===== config.mk =====
export PLATFORM = sky130hd
export DESIGN_NAME = spp_voice_ram
export DESIGN_NICKNAME = d
export VERILOG_FILES = /design/src/sv/spp_pkg.sv /design/src/sv/spp_voice_ram.sv
export SDC_FILE = /design/constraint.sdc
export NUM_CORES = 1
export LEC_CHECK = 0
export BUFFER_PORTS_ARGS = -buffer_cell sky130_fd_sc_hd__buf_2
export CAP_MARGIN = 20
export CORE_MARGIN = 2
export CORE_UTILIZATION = 55
export DETAILED_ROUTE_END_ITERATION = 8
export PLACE_DENSITY = 0.76
export SKIP_LAST_GASP = 1
export SYNTH_ARGS = -nofsm -noshare
export SYNTH_HDL_FRONTEND = slang
export SYNTH_SLANG_ARGS = --single-unit

===== constraint.sdc =====
create_clock -name clk -period 16.25 [get_ports clk]
set_input_delay 3.25 -clock clk [delete_from_list [all_inputs] [get_ports clk]]
set_output_delay 3.25 -clock clk [all_outputs]
set_load 0.01 [all_outputs]

===== src/sv/spp_pkg.sv =====
// Shared types, constants and tables of the polyphonic sample player.
`default_nettype none
package spp_pkg;

  localparam int VOICES       = 16;
  localparam int SAMPLE_DEPTH = 65536;

  localparam int VIDX_W    = (VOICES > 1) ? $clog2(VOICES) : 1;
  localparam int CNT_W     = $clog2(VOICES + 1);
  localparam int SADDR_W   = $clog2(SAMPLE_DEPTH);
  localparam int FRAME_CAP = (SAMPLE_DEPTH < 65536) ? SAMPLE_DEPTH : 65536;
  localparam int ACC_W     = 34 + VIDX_W;

  localparam logic [16:0] FRAC_ONE  = 17'd65536;
  localparam logic [16:0] HUNDREDTH = 17'd655;

  localparam logic [1:0] CMD_NOTE_ON  = 2'd0;
  localparam logic [1:0] CMD_NOTE_OFF = 2'd1;
  localparam logic [1:0] CMD_WRITE    = 2'd2;
  localparam logic [1:0] CMD_RENDER   = 2'd3;

  localparam logic [1:0] MODE_LOOP = 2'd1;
  localparam logic [1:0] MODE_GATE = 2'd2;

  localparam logic [2:0] REG_VOLUME     = 3'd0;
  localparam logic [2:0] REG_START      = 3'd1;
  localparam logic [2:0] REG_END        = 3'd2;
  localparam logic [2:0] REG_LOOP_START = 3'd3;
  localparam logic [2:0] REG_LOOP_END   = 3'd4;
  localparam logic [2:0] REG_PLAY_MODE  = 3'd5;
  localparam logic [2:0] REG_ROOT_PITCH = 3'd6;
  localparam logic [2:0] REG_FRAMES     = 3'd7;

  typedef struct packed {
    logic [15:0] volume;
    logic [15:0] start_frac;
    logic [16:0] end_frac;
    logic [15:0] loop_start_frac;
    logic [16:0] loop_end_frac;
    logic [1:0]  play_mode;
    logic [6:0]  root_pitch;
    logic [16:0] frame_count;
  } spp_cfg_t;

  typedef struct packed {
    logic [16:0] frames;
    logic [33:0] start_pos;
    logic [33:0] end_pos;
    logic [33:0] lstart;
    logic [33:0] lend;
    logic [32:0] limit;
  } spp_geo_t;

  typedef struct packed {
    logic [6:0]  pitch;
    logic [15:0] velocity;
    logic [33:0] position;
    logic [27:0] rate;
    logic [31:0] age;
  } voice_rec_t;

  typedef struct packed {
    logic               we;
    logic [SADDR_W-1:0] waddr;
    logic signed [15:0] wdata;
    logic               re;
    logic [SADDR_W-1:0] raddr;
  } smp_req_t;

  typedef struct packed {
    logic              we;
    logic [VIDX_W-1:0] waddr;
    voice_rec_t        wdata;
    logic              re;
    logic [VIDX_W-1:0] raddr;
  } voice_req_t;

  // 2^(n/12) in Q1.30
  function automatic logic [31:0] semitone_q30(input logic [3:0] n);
    logic [31:0] r;
    case (n)
      4'd0:    r = 32'd1073741824;
      4'd1:    r = 32'd1137589835;
      4'd2:    r = 32'd1205234447;
      4'd3:    r = 32'd1276901417;
      4'd4:    r = 32'd1352829926;
      4'd5:    r = 32'd1433273380;
      4'd6:    r = 32'd1518500250;
      4'd7:    r = 32'd1608794974;
      4'd8:    r = 32'd1704458901;
      4'd9:    r = 32'd1805811301;
      4'd10:   r = 32'd1913190429;
      4'd11:   r = 32'd2026954652;
      default: r = 32'd0;
    endcase
    return r;
  endfunction

endpackage
`default_nettype wire


===== src/sv/spp_voice_ram.sv =====
// Voice record store: one write port, one registered read port.
`default_nettype none
module spp_voice_ram
  import spp_pkg::*;
(
  input  wire logic       clk,
  input  wire voice_req_t req,
  output voice_rec_t      rdata
);

  voice_rec_t mem [VOICES];

  always_ff @(posedge clk) begin
    if (req.we) begin
      mem[req.waddr] <= req.wdata;
    end
    if (req.re) begin
      rdata <= mem[req.raddr];
    end
  end

endmodule
`default_nettype wire


Word-level counts from Yosys, hierarchy flattened
Memories as Yosys holds them, arrays and structs flattened. A register that Yosys moved wholly into a read port is not among the register bits.
Index checks and enable logic that the tools add are counted.

cells by class
  mux-type cells = 2

operators by type and width
  kind    number
  $mux 1  2

word-level totals
  input bits = 128
  flip-flop bits (word level) = 0
  output and inout bits = 117
  logic and storage cells = 3
  memory bits (writable) = 1872
  memories = 1

memories
  memory  depth  bits a word  rd ports  clocked after memory_dff  write ports  line                 source
  mem     16     117          1         1                         1            spp_voice_ram.sv:11  voice_rec_t mem [VOICES];

Logic depth before layout (Yosys ltp)
  word-level depth = 2
  mapped depth = 6
  depth with buffers taken out = 3

Worst setup path after synthesis
OpenSTA, ideal clock, no wires.

  path kind = input port to flip-flop
  start = input port req[124] (netlist name)
  end = memory mem[0][0] (netlist name), enable pin
  stages = 2
  setup slack = 3.846 ns
  data arrival time = 11.666 ns
  setup time = 0.738 ns
  required time = 15.512 ns
  path buffers = 0
  path through = or3b_2 > nor3_1

RTL lines
  item             line                 source
  start, declared  spp_voice_ram.sv:7   input wire voice_req_t req,
  end, declared    spp_voice_ram.sv:11

No word-level cell before the write port.

==> Implementation_results.wiki <==
{| class="wikitable"
! Metric !! Value
|-
| Total CTS buffers || between 150 and 200
|-
| GRT Overall Usage || 23.96%
|-
| Crit Path Max Fanout || 107
|-
| Clock share of power || between 30% and 40%
|-
| Floorplan die area || around 140000 sq um
|-
| Category of the worst setup path launch point || primary input
|-
| Die outline width || roughly 370 um
|-
| Area share of and/or/nand/nor cells after synthesis || 0.7793%
|-
| Int Power || roughly 8.3 mW
|-
| CTS tree || yes
|-
| Setup CP Type || primary input to flop
|-
| Cell type with the largest total area after synthesis || sky130_fd_sc_hd__edfxtp_1
|-
| Final-layout setup total negative slack || 0 ps
|-
| Endpoint of the worst hold-timing path || rdata[51]
|-
| Filler Cell Count || ~8500
|-
| Number of detailed-route iterations in the first pass || 6
|-
| Worst slew slack as a fraction of its limit || roughly a quarter
|-
| Largest clock skew in the final design || 17.22 ps
|-
| List of most frequent post-synthesis cells || 1989 x sky130_fd_sc_hd__edfxtp_1, 468 x sky130_fd_sc_hd__mux4_2, 234 x sky130_fd_sc_hd__a22oi_1, 118 x sky130_fd_sc_hd__nand2_1, 53 x sky130_fd_sc_hd__clkbuf_1
|-
| Largest delay share family, worst path || buffers and inverters
|-
| Main combinational cell family by area after synthesis || multiplexers
|-
| Hold depth || 3
|-
| Worst hold path class || flop to flop
|-
| First-pass GRT wire length || between 200 and 250 mm
|-
| Number of clock sinks seen by CTS || 1989
|-
| Drt drc || 0
|-
| Die height || ~370 um
|-
| Most prevalent standard cell on the critical path || sky130_fd_sc_hd__buf_4
|-
| Vias per std cell || between 6 and 7
|-
| Peak Freq || about 150 MHz
|-
| Net count reported at finish || around 3400
|-
| Buffering stage count on the worst path with inverters included || 4
|-
| Maximum level of the CTS H-tree || 4
|-
| Number of distinct standard cells referenced by the synthesized netlist || 17
|-
| MaxCap Viol Count || 0
|-
| Origin of the worst min-delay path || mem[15][51]
|-
| Switching share of power || 20.41%
|-
| Number of global-route vias before repair || ~34000
|-
| Mean instance size in the synthesized netlist || ~25 sq um
|-
| PwrDens || around 130 nW/um^2
|-
| Via count of the routed design || 33430
|-
| Peak supply drop || approximately 0.082 mV
|-
| Post-synthesis adder-cell area fraction || 0%
|-
| Tcrit/Tclk final || 42.15%
|-
| Worst path cell trace || buf_8, buf_4, buf_12, buf_4, mux4_2, a22oi_1, nand2_1
|-
| Number of placed instances with taps included || 4889
|-
| Fraction of post-synthesis cell area in the top cell type by area || 81.40%
|-
| Util after Layout || between 60 and 70%
|-
| Final Routed Wirelength || approximately 160 mm
|-
| Core Footprint || 133000 sq um
|-
| Final-report hold violation count || 0
|-
| Number of port buffers || around 240
|-
| Register bit count reported by yosys || just under 2000
|-
| Number of buffers inserted by post-CTS setup repair || 0
|-
| Post-synthesis xor/xnor area fraction || 0%
|-
| CTS root buf || sky130_fd_sc_hd__clkbuf_16
|-
| Crit path required time || 16800 ps
|-
| Slowest stage delay, CP || 880 ps
|-
| Post-synth EDFFs || ~2000
|-
| Startpoint of the worst register-to-register path || mem[10][28]
|-
| Post-CTS sizing || 0
|-
| FFs w/ async S/R, synth || 0%
|-
| Fraction of power consumed by sequential logic || 55.6%
|-
| Instance count of the mapped netlist || roughly 3000
|-
| Total half-perimeter wirelength after legalization and detailed placement || approximately 69 mm
|-
| Endpoint type of the worst setup path || flop
|-
| Synth Warn # || 0
|-
| Routed length per placed instance || slightly above 30 um
|-
| Capture point of the worst reg-to-reg path || rdata[28]
|-
| Fraction of the yosys area taken by sequential cells || 81.40%
|-
| Critical path launch point || req[0]
|-
| Share of layout cells above drive strength 1 || around 30%
|-
| Part of the power in combinational logic || under 10%
|-
| Setup slack of the worst register-to-register path || 14670 ps
|-
| Effective utilization at floorplan || between 50% and 60%
|-
| Largest cells by area after synthesis || sky130_fd_sc_hd__edfxtp_1 81%, sky130_fd_sc_hd__mux4_2 14%, sky130_fd_sc_hd__a22oi_1 2.4%, sky130_fd_sc_hd__nand2_1 0.60%, sky130_fd_sc_hd__buf_4 0.41%
|-
| Boundary pin count || ~250
|-
| RSZ-0062 raised after global routing || no
|-
| Insertion delay of the later-clocked pin in the worst-skew pair || 810 ps
|-
| Pin count of the biggest net entering global routing || 161
|-
| Leak || 26.19 nW
|-
| Compound-cell area share of the yosys netlist || under 10%
|-
| Antenna-violating nets left || 0
|-
| Post-synthesis instance area || between 70000 and 80000 sq um
|-
| Switching component of the power || roughly 2.1 mW
|-
| Result of the run || finished clean
|-
| Area Overhead vs Synth || 12.58%
|-
| Global route total overflow || 0
|-
| Max Slew Vio Count || 0
|-
| Register clock-pin slew on the reported worst setup and hold paths || 60 ps
|-
| Number of cells in the finished layout apart from fillers || ~5200
|-
| Tightest Pin Transition || between 1000 and 1500 ps
|-
| Ys flop type || sky130_fd_sc_hd__edfxtp_1
|-
| Count of hold buffers inserted by post-cts repair || 0
|-
| Buffers from clock root to sink, at most || 3
|-
| Slowest cell on the critical path || sky130_fd_sc_hd__buf_4
|-
| Setup Viol. Count Final || 0
|-
| Detailed router's first-iteration violation count || 4702
|-
| Worst Path Arrival || approximately 7400 ps
|-
| Initial antenna violation count || 37
|-
| Most numerous cell in the Yosys netlist || sky130_fd_sc_hd__edfxtp_1
|-
| Mux cell area share after synthesis || 14.36%
|-
| Number of cells traversed by the worst register-to-register path || 3
|-
| Final critical-path required period || slightly below 7000 ps
|-
| Post-synth net total || approximately 3100
|-
| Placement row count || 134
|-
| Number of cells on the critical path || 7
|-
| Gp weighted congestion || 0.7127
|}
## worst reg2reg max path: stages, from the launching register on
cell and delay (ps):
sky130_fd_sc_hd__edfxtp_1 440, sky130_fd_sc_hd__mux4_2 540, sky130_fd_sc_hd__a22oi_1 200, sky130_fd_sc_hd__nand2_1 120
## layout make-up
cell class | instances | area [sq um] | share of cell area, %
repair buffers | 287 | 1803 | 2.183
well taps | 1768 | 2212 | 2.678
clock inverters | 107 | 879.6 | 1.065
diodes | 13 | 32.53 | 0.03938
clock buffers | 229 | 4943 | 5.985
flip-flops and latches | 1989 | 59730 | 72.31
multi-input cells | 846 | 13000 | 15.74
## worst max path at each step
stage and to:
2_1_floorplan mem[0][0], 3_3_place_gp rdata[58], 6_report rdata[47], 5_1_grt rdata[40]
3_5_place_dp rdata[47], 4_1_cts rdata[47]
## power groups by stage
| stage | clock network (mW) | registers (mW) | logic (mW) |
|---|---|---|---|
| 2_1_floorplan | 0 | 5.94 | 0.271 |
| 3_3_place_gp | 0 | 5.92 | 0.472 |
| 3_5_place_dp | 0 | 5.93 | 0.484 |
| 4_1_cts | 4.21 | 5.82 | 0.487 |
| 5_1_grt | 4.40 | 5.83 | 0.517 |
| 6_report | 4.16 | 5.82 | 0.481 |
## per-layer routing
layer	track usage (%)	vias to the layer above	part of all wire, %
li1	-	13570	-
met1	34.03	17880	39
met2	37.92	1670	49
met3	5.127	275	9.1
met4	7.355	34	2.4
met5	0	-	0.13
## per-stage QoR
stage / hold slack, ps / total power [mW] / setup slack, ps / area, sq um
floorplan: 710.3 / 6.207 / 3846 / 73370
global placement: 721.9 / 6.395 / 8416 / 76720
detailed placement: 726.1 / 6.413 / 8324 / 76720
CTS: 740.3 / 10.53 / 9196 / 82540
global route: 758.2 / 10.75 / 8851 / 82580
finish: 739.1 / 10.47 / 9401 / 82600
## cell usage in the layout, fill, tap and decap left out, types with 17 or more instances in the layout
cell type | Yosys | final
sky130_fd_sc_hd__clkinv_2 | 0 | 36
sky130_fd_sc_hd__a22oi_1 | 234 | 234
sky130_fd_sc_hd__buf_12 | 0 | 17
sky130_fd_sc_hd__buf_2 | 19 | 241
sky130_fd_sc_hd__clkinv_1 | 0 | 44
sky130_fd_sc_hd__clkbuf_16 | 0 | 192
sky130_fd_sc_hd__buf_4 | 40 | 25
sky130_fd_sc_hd__edfxtp_1 | 1989 | 1989
sky130_fd_sc_hd__mux4_2 | 468 | 468
sky130_fd_sc_hd__clkbuf_1 | 53 | 37
sky130_fd_sc_hd__nand2_1 | 118 | 118
## registers in the layout, indices dropped and copies added, names as in the netlist
register	cells
rdata	117
mem	1872
## cells by family (layout without fill, tap and decap cells)
| kind of cell | Yosys count | count (layout) |
|---|---|---|
| AO/OA/AOI/OAI | 234 | 234 |
| other | 0 | 13 |
| buffers and inverters | 155 | 623 |
| AND/OR/NAND/NOR | 144 | 144 |
| flip-flops | 1989 | 1989 |
| multiplexers | 468 | 468 |
Note: power is estimated with default switching activity, not from simulation.
