--- src/sv/spp_pkg.sv ---
// Shared types, constants and tables of the polyphonic sample player.
`default_nettype none
package spp_pkg;

  localparam int VOICES       = 16;
  localparam int SAMPLE_DEPTH = 65536;

  localparam int VIDX_W    = (VOICES > 1) ? $clog2(VOICES) : 1;
  localparam int CNT_W     = $clog2(VOICES + 1);
  localparam int SADDR_W   = $clog2(SAMPLE_DEPTH);
  localparam int FRAME_CAP = (SAMPLE_DEPTH < 65536) ? SAMPLE_DEPTH : 65536;
  localparam int ACC_W     = 34 + VIDX_W;

  localparam logic [16:0] FRAC_ONE  = 17'd65536;
  localparam logic [16:0] HUNDREDTH = 17'd655;

  localparam logic [1:0] CMD_NOTE_ON  = 2'd0;
  localparam logic [1:0] CMD_NOTE_OFF = 2'd1;
  localparam logic [1:0] CMD_WRITE    = 2'd2;
  localparam logic [1:0] CMD_RENDER   = 2'd3;

  localparam logic [1:0] MODE_LOOP = 2'd1;
  localparam logic [1:0] MODE_GATE = 2'd2;

  localparam logic [2:0] REG_VOLUME     = 3'd0;
  localparam logic [2:0] REG_START      = 3'd1;
  localparam logic [2:0] REG_END        = 3'd2;
  localparam logic [2:0] REG_LOOP_START = 3'd3;
  localparam logic [2:0] REG_LOOP_END   = 3'd4;
  localparam logic [2:0] REG_PLAY_MODE  = 3'd5;
  localparam logic [2:0] REG_ROOT_PITCH = 3'd6;
  localparam logic [2:0] REG_FRAMES     = 3'd7;

  typedef struct packed {
    logic [15:0] volume;
    logic [15:0] start_frac;
    logic [16:0] end_frac;
    logic [15:0] loop_start_frac;
    logic [16:0] loop_end_frac;
    logic [1:0]  play_mode;
    logic [6:0]  root_pitch;
    logic [16:0] frame_count;
  } spp_cfg_t;

  typedef struct packed {
    logic [16:0] frames;
    logic [33:0] start_pos;
    logic [33:0] end_pos;
    logic [33:0] lstart;
    logic [33:0] lend;
    logic [32:0] limit;
  } spp_geo_t;

  typedef struct packed {
    logic [6:0]  pitch;
    logic [15:0] velocity;
    logic [33:0] position;
    logic [27:0] rate;
    logic [31:0] age;
  } voice_rec_t;

  typedef struct packed {
    logic               we;
    logic [SADDR_W-1:0] waddr;
    logic signed [15:0] wdata;
    logic               re;
    logic [SADDR_W-1:0] raddr;
  } smp_req_t;

  typedef struct packed {
    logic              we;
    logic [VIDX_W-1:0] waddr;
    voice_rec_t        wdata;
    logic              re;
    logic [VIDX_W-1:0] raddr;
  } voice_req_t;

  // 2^(n/12) in Q1.30
  function automatic logic [31:0] semitone_q30(input logic [3:0] n);
    logic [31:0] r;
    case (n)
      4'd0:    r = 32'd1073741824;
      4'd1:    r = 32'd1137589835;
      4'd2:    r = 32'd1205234447;
      4'd3:    r = 32'd1276901417;
      4'd4:    r = 32'd1352829926;
      4'd5:    r = 32'd1433273380;
      4'd6:    r = 32'd1518500250;
      4'd7:    r = 32'd1608794974;
      4'd8:    r = 32'd1704458901;
      4'd9:    r = 32'd1805811301;
      4'd10:   r = 32'd1913190429;
      4'd11:   r = 32'd2026954652;
      default: r = 32'd0;
    endcase
    return r;
  endfunction

endpackage
`default_nettype wire

--- src/sv/spp_regs.sv ---
// APB register file and derived playback geometry.
`default_nettype none
module spp_regs
  import spp_pkg::*;
(
  input  wire logic        clk,
  input  wire logic        rst,
  input  wire logic        psel,
  input  wire logic        penable,
  input  wire logic        pwrite,
  input  wire logic [4:0]  paddr,
  input  wire logic [31:0] pwdata,
  output logic [31:0]      prdata,
  output logic             pready,
  output spp_cfg_t         cfg,
  output spp_geo_t         geo
);

  logic [2:0]  idx;
  logic [16:0] frames;
  logic [16:0] end_fix;
  logic [16:0] lend_fix;

  function automatic logic [16:0] fix_end(input logic [15:0] lo, input logic [16:0] hi);
    logic [16:0] h;
    logic [16:0] s;
    h = (hi > FRAC_ONE) ? FRAC_ONE : hi;
    s = {1'b0, lo} + HUNDREDTH;
    if (h <= {1'b0, lo}) begin
      h = (s > FRAC_ONE) ? FRAC_ONE : s;
    end
    return h;
  endfunction

  assign pready = 1'b1;
  assign idx    = paddr[4:2];

  always_ff @(posedge clk) begin
    if (rst) begin
      cfg.volume          <= 16'd55705;
      cfg.start_frac      <= 16'd0;
      cfg.end_frac        <= FRAC_ONE;
      cfg.loop_start_frac <= 16'd0;
      cfg.loop_end_frac   <= FRAC_ONE;
      cfg.play_mode       <= 2'd0;
      cfg.root_pitch      <= 7'd60;
      cfg.frame_count     <= 17'd0;
    end else if (psel && penable && pwrite) begin
      case (idx)
        REG_VOLUME:     cfg.volume          <= pwdata[15:0];
        REG_START:      cfg.start_frac      <= pwdata[15:0];
        REG_END:        cfg.end_frac        <= pwdata[16:0];
        REG_LOOP_START: cfg.loop_start_frac <= pwdata[15:0];
        REG_LOOP_END:   cfg.loop_end_frac   <= pwdata[16:0];
        REG_PLAY_MODE:  cfg.play_mode       <= pwdata[1:0];
        REG_ROOT_PITCH: cfg.root_pitch      <= pwdata[6:0];
        REG_FRAMES:     cfg.frame_count     <= pwdata[16:0];
        default: ;
      endcase
    end
  end

  always_comb begin
    case (idx)
      REG_VOLUME:     prdata = 32'(cfg.volume);
      REG_START:      prdata = 32'(cfg.start_frac);
      REG_END:        prdata = 32'(cfg.end_frac);
      REG_LOOP_START: prdata = 32'(cfg.loop_start_frac);
      REG_LOOP_END:   prdata = 32'(cfg.loop_end_frac);
      REG_PLAY_MODE:  prdata = 32'(cfg.play_mode);
      REG_ROOT_PITCH: prdata = 32'(cfg.root_pitch);
      REG_FRAMES:     prdata = 32'(cfg.frame_count);
      default:        prdata = 32'd0;
    endcase
  end

  assign frames   = (cfg.frame_count > 17'(FRAME_CAP)) ? 17'(FRAME_CAP) : cfg.frame_count;
  assign end_fix  = fix_end(cfg.start_frac, cfg.end_frac);
  assign lend_fix = fix_end(cfg.loop_start_frac, cfg.loop_end_frac);

  // positions in Q16.16, derived straight from the registers
  always_comb begin
    geo.frames    = frames;
    geo.start_pos = 34'(cfg.start_frac * frames);
    geo.end_pos   = 34'(end_fix * frames);
    geo.lstart    = 34'(cfg.loop_start_frac * frames);
    geo.lend      = 34'(lend_fix * frames);
    geo.limit     = {frames, 16'd0};
  end

endmodule
`default_nettype wire

--- config.mk ---
export PLATFORM = sky130hd
export DESIGN_NAME = spp_regs
export DESIGN_NICKNAME = d
export VERILOG_FILES = /design/src/sv/spp_pkg.sv /design/src/sv/spp_regs.sv
export SDC_FILE = /design/constraint.sdc
export NUM_CORES = 2
export LEC_CHECK = 0
export ABC_AREA = 1
export BUFFER_PORTS_ARGS = -buffer_cell sky130_fd_sc_hd__buf_2
export CAP_MARGIN = 20
export CORE_MARGIN = 2
export CORE_UTILIZATION = 55
export DETAILED_ROUTE_END_ITERATION = 10
export GPL_TIMING_DRIVEN = 0
export PLACE_DENSITY = 0.8
export SYNTH_ARGS = -nofsm -noshare
export SYNTH_HDL_FRONTEND = slang
export SYNTH_SLANG_ARGS = --single-unit
--- constraint.sdc ---
create_clock -name clk -period 9.8 [get_ports clk]
set_input_delay 0.49 -clock clk [delete_from_list [all_inputs] [get_ports clk]]
set_output_delay 0.49 -clock clk [all_outputs]
set_load 0.02 [all_outputs]
# Word level (Yosys, flattened, before mapping)
# Cells that the tools add are included.
[totals]
register_bits = 108
in_bits = 42
out_inout_bits = 327
word_cells = 47
[op_classes]
add_sub_neg = 2
mul = 4
magnitude_cmp = 7
eq_ne = 7
muxes = 8
n_reduce_logical = 11
[ops]
columns = ["cell", "n"]
rows = [
  ["$pmux 32 s8", 1],
  ["$mux 17", 7],
  ["$gt 17x17->1 const B", 5],
  ["$mul 17x17->34", 2],
  ["$mul 16x17->33", 2],
  ["$add 16x10->17 const B", 2],
  ["$le 17x16->1", 2],
  ["$reduce_and 2->1", 8],
  ["$eq 3x3->1 const B", 4],
  ["$eq 3x2->1 const B", 2],
  ["$eq 3x1->1 const B", 1],
  ["$logic_not 3->1", 1],
  ["$logic_and 1x1->1", 2],
]

# Depth between registers and ports, before layout
[logic_depth]
word_depth = 5
mapped_depth = 46
ltp_nobuf = 44

# Least setup slack after synthesis
# OpenSTA, ideal clock, no wires.
[synth_timing]
kind = "register to output"
startpoint = "reg cfg[26] in the netlist's numbering"
endpoint = "out geo[59] in the netlist's numbering"
arrival_time_ns = 7.621
required_time_ns = 9.310
slack_ns = 1.689
stages_incl_launch_ff = 38
cell_sequence = "dfxtp_1 nor4_1 nand4_1 and2_1 clkbuf_1 nor2_1 ha_1 a21oi_1 nor2_1 nor3_1 nor2_1 o21ai_0 nand3_1 nand2_1 buf_4 nand2_1 o21ai_0 inv_1 (+2 left out) fa_1 fa_1 inv_1 fa_1 inv_1 fa_1 fa_1 fa_1 inv_1 ha_1 nand2_1 nor2_1 nand2_1 o21ai_0 a21boi_0 nor2_1 nor2_1 xnor2_1"
[synth_lines]
columns = ["element", "line", "source"]
rows = [
  ["start, declared", "spp_regs.sv:15", "output spp_cfg_t cfg,"],
  ["end, declared", "spp_regs.sv:16", "output spp_geo_t geo"],
]

==> impl_metrics.yaml <==
outcome:
  status: "finished, final reports clean"
synthesis:
  synthCells: 5770
  synth.avg_cell_area_um2: 7.67
  ys.warnings.count: 0
  seq_area_frac_synth: 0.0489
  ys.flop_type: "dfxtp_1"
  synth.cell_area_mm2: 0.0442
  ys_types: 52
  synth_edf_count: 0
  synthArstFlopShare: 0
  ys_ff_latch: 108
floorplan:
  initial_core_util: 0.553
  core_area_mm2: 0.0800
  die_h_um: 288
  io_pins: 369
  die_x_um: 288
  die-area_mm2: 0.0827
  rows: 104
sta:
  setup_ws_ns: 0.247
  tightest_slew_ns: 1.29
  finalCritPeriodShare: 0.975
  slew_headroom: 0.139
  setup_viol: 0
  hold_slack_ns: 0.457
  hold_viol: 0
  min_period_ns: 9.55
  max_clock_freq_mhz: 105
  clock_skew_ns: 0
  maxSlewViolCount: 0
setup_path:
  arrival_ns: 9.06
  critical-path-slowest-cell: "clkbuf_1"
  crit_top_cell: "inv_1"
  worstPathRequired_ns: 9.31
  crit_family: "adder cells"
  cp-end-kind: "output port"
  slowest_delay_ns: 0.62
  cp_max_fo: 10
  crit_type: "reg2out"
  critPathBufInv: 11
  r2r_slack_ns: 7.99
  start_kind: "register"
pwr:
  peakVddDrop_mv: 0.0756
  power_per_cell_area_mw_per_mm2: 24.1
  p_leak_nw: 26.1
clocking:
  ctsHtreeMaxLevel: 3
  cts_hold_buffers: 0
  cts_made_buffers: 9
  root_buffer: "clkbuf_16"
  cts_tree: "done"
  clock_latency_ns: 0.37
  path_clk_slew_ns: 0.07
  cts_max_path_buffers: 2
  cts_sinks: 108
cells_and_area:
  largest_reg_flops: 108
  drive_gt1_frac: 0.100
  layout_commonest_cell: "inv_1"
  fillers: 7450
  top_regs: "cfg: 108 flops"
  register_area_mm2: 0.00217
  layout_common_cells: "inv_1 (1277), nand2_1 (1189), fa_1 (864)"
  regMostFlops: "cfg"
  multi_input_area_mm2: 0.0362
  syn2layout_area_growth_pct: 9.32
  fin_nets: 7528
global_route:
  grt_max_degree: 20
  antenna_found_initial: 12
  grt_pass1_wl_um: 255000
  grt.overflow.total: 0
  grt_pass1_vias: 41700
  track_usage: 0.419
job:
  cap_violations: 0
place:
  post-place-ws_ns: -0.394
  hpwl_um: 145000
  gp_congestion: 1.11
  io_buffer_count: 317
worst_hold_path:
  min_path_type: "in2reg"
routing:
  highest_layer: "met5"
  wl_met3_um: 25100
  routed_wl_um: 171000
  routedWlPerCell_um: 23.7
  first_pass_iters: 10
  vias_per_cell: 5.81
  met2_length_um: 71800
  wl_met1_um: 60800
  drc_errors: 0
  vias: 42100
  antenna_left: 0
  dr.first_iter.drc_count: 4546
[Yosys cell counts (8+ instances only)]
cell type,n,area share
o2111ai_1,16,0.0032
ha_1,462,0.13
clkbuf_1,169,0.014
clkinv_1,13,0.0011
nor3_1,31,0.0035
nand2_1,1202,0.10
nand3_4,9,0.0036
nor4_1,9,0.0013
inv_1,1280,0.11
nand2_2,14,0.0020
nor2_1,470,0.040
buf_4,67,0.011
nand4_1,36,0.0051
inv_2,13,0.0011
xor2_1,71,0.014
a21o_1,21,0.0036
dfxtp_1,108,0.049
a21oi_2,10,0.0020
nand3_1,104,0.012
o21ai_0,175,0.020
a21boi_0,8,0.0014
xnor2_1,47,0.0093
buf_2,41,0.0046
o21bai_1,14,0.0024
a21oi_1,393,0.044
nand3_2,8,0.0018
fa_1,864,0.39
buf_1,14,0.0012
o211ai_1,8,0.0014
o22ai_1,16,0.0023
a31oi_1,15,0.0021
[power breakdown]
part	internal, mW	switching (mW)	leakage, nW
clock	0.178	0.190	0.137
combinational	0.0852	0.257	25.1
sequential	0.444	0.0121	0.874
total	0.708	0.459	26.1
[cells by family (layout without fill, tap and decap cells)]
kind of cell,count (synthesis),in the layout,share of synthesized area
buf+inv,1603,1966,0.144
simple gates,1905,1905,0.174
other cells,2,50,0.000170
xor+xnor,118,118,0.0234
fa+ha+maj,1326,1326,0.522
flops,108,108,0.0489
compound gates,708,708,0.0878
[tightest hold or removal path: cells and delay by family]
family,cells,cell delay (ns)
buf+inv,1,0.16
simple gates,1,0.07
compound gates,1,0.07
[path summary, 6_finish.rpt]
path,startpoint,cells after the start,to
hold / removal,pwdata[16],3,cfg[75]
setup / recovery,cfg[84],35,geo[134]
setup reg to reg,cfg[44],4,cfg[44]
hold reg to reg,cfg[106],2,cfg[106]
[metal layers]
metal / global-route usage / up-vias
met2: 0.623 / 2915
met3: 0.142 / 686
met1: 0.526 / 20300
met4: 0.260 / 10
li1: - / 18100
met5: 0 / -
[layout make-up]
type	instances	share of cell area
Antenna cell	16	0.000828
Multi-Input combinational cell	4091	0.748
Clock buffer	10	0.00473
Buffer	295	0.0312
Timing Repair Buffer	348	0.0406
Inverter	1307	0.102
Tap cell	1060	0.0274
Sequential cell	108	0.0448
Clock inverter	6	0.00116
[metrics by stage]
stage / power [mW] / instances / util / TNS [ns] / instance area, µm²
floorplan: 0.641 / 5802 / - / 0 / 44400
global placement: 0.773 / 7179 / 0.591 / -4.06 / 47300
detailed placement: 0.776 / 7192 / 0.593 / -1.83 / 47500
CTS: 1.13 / 7208 / 0.598 / 0 / 47900
global route: 1.19 / 7225 / 0.604 / -0.00769 / 48300
finish: 1.17 / 7241 / 0.604 / 0 / 48400
[timing repair]
action                     CTS  global route
pin swaps                    0             6
resized for setup           40            86
cloned                       0             0
setup buffers                0             9
setup endpoints to repair   33            40
No activity file was read; power rests on OpenSTA's default activity.
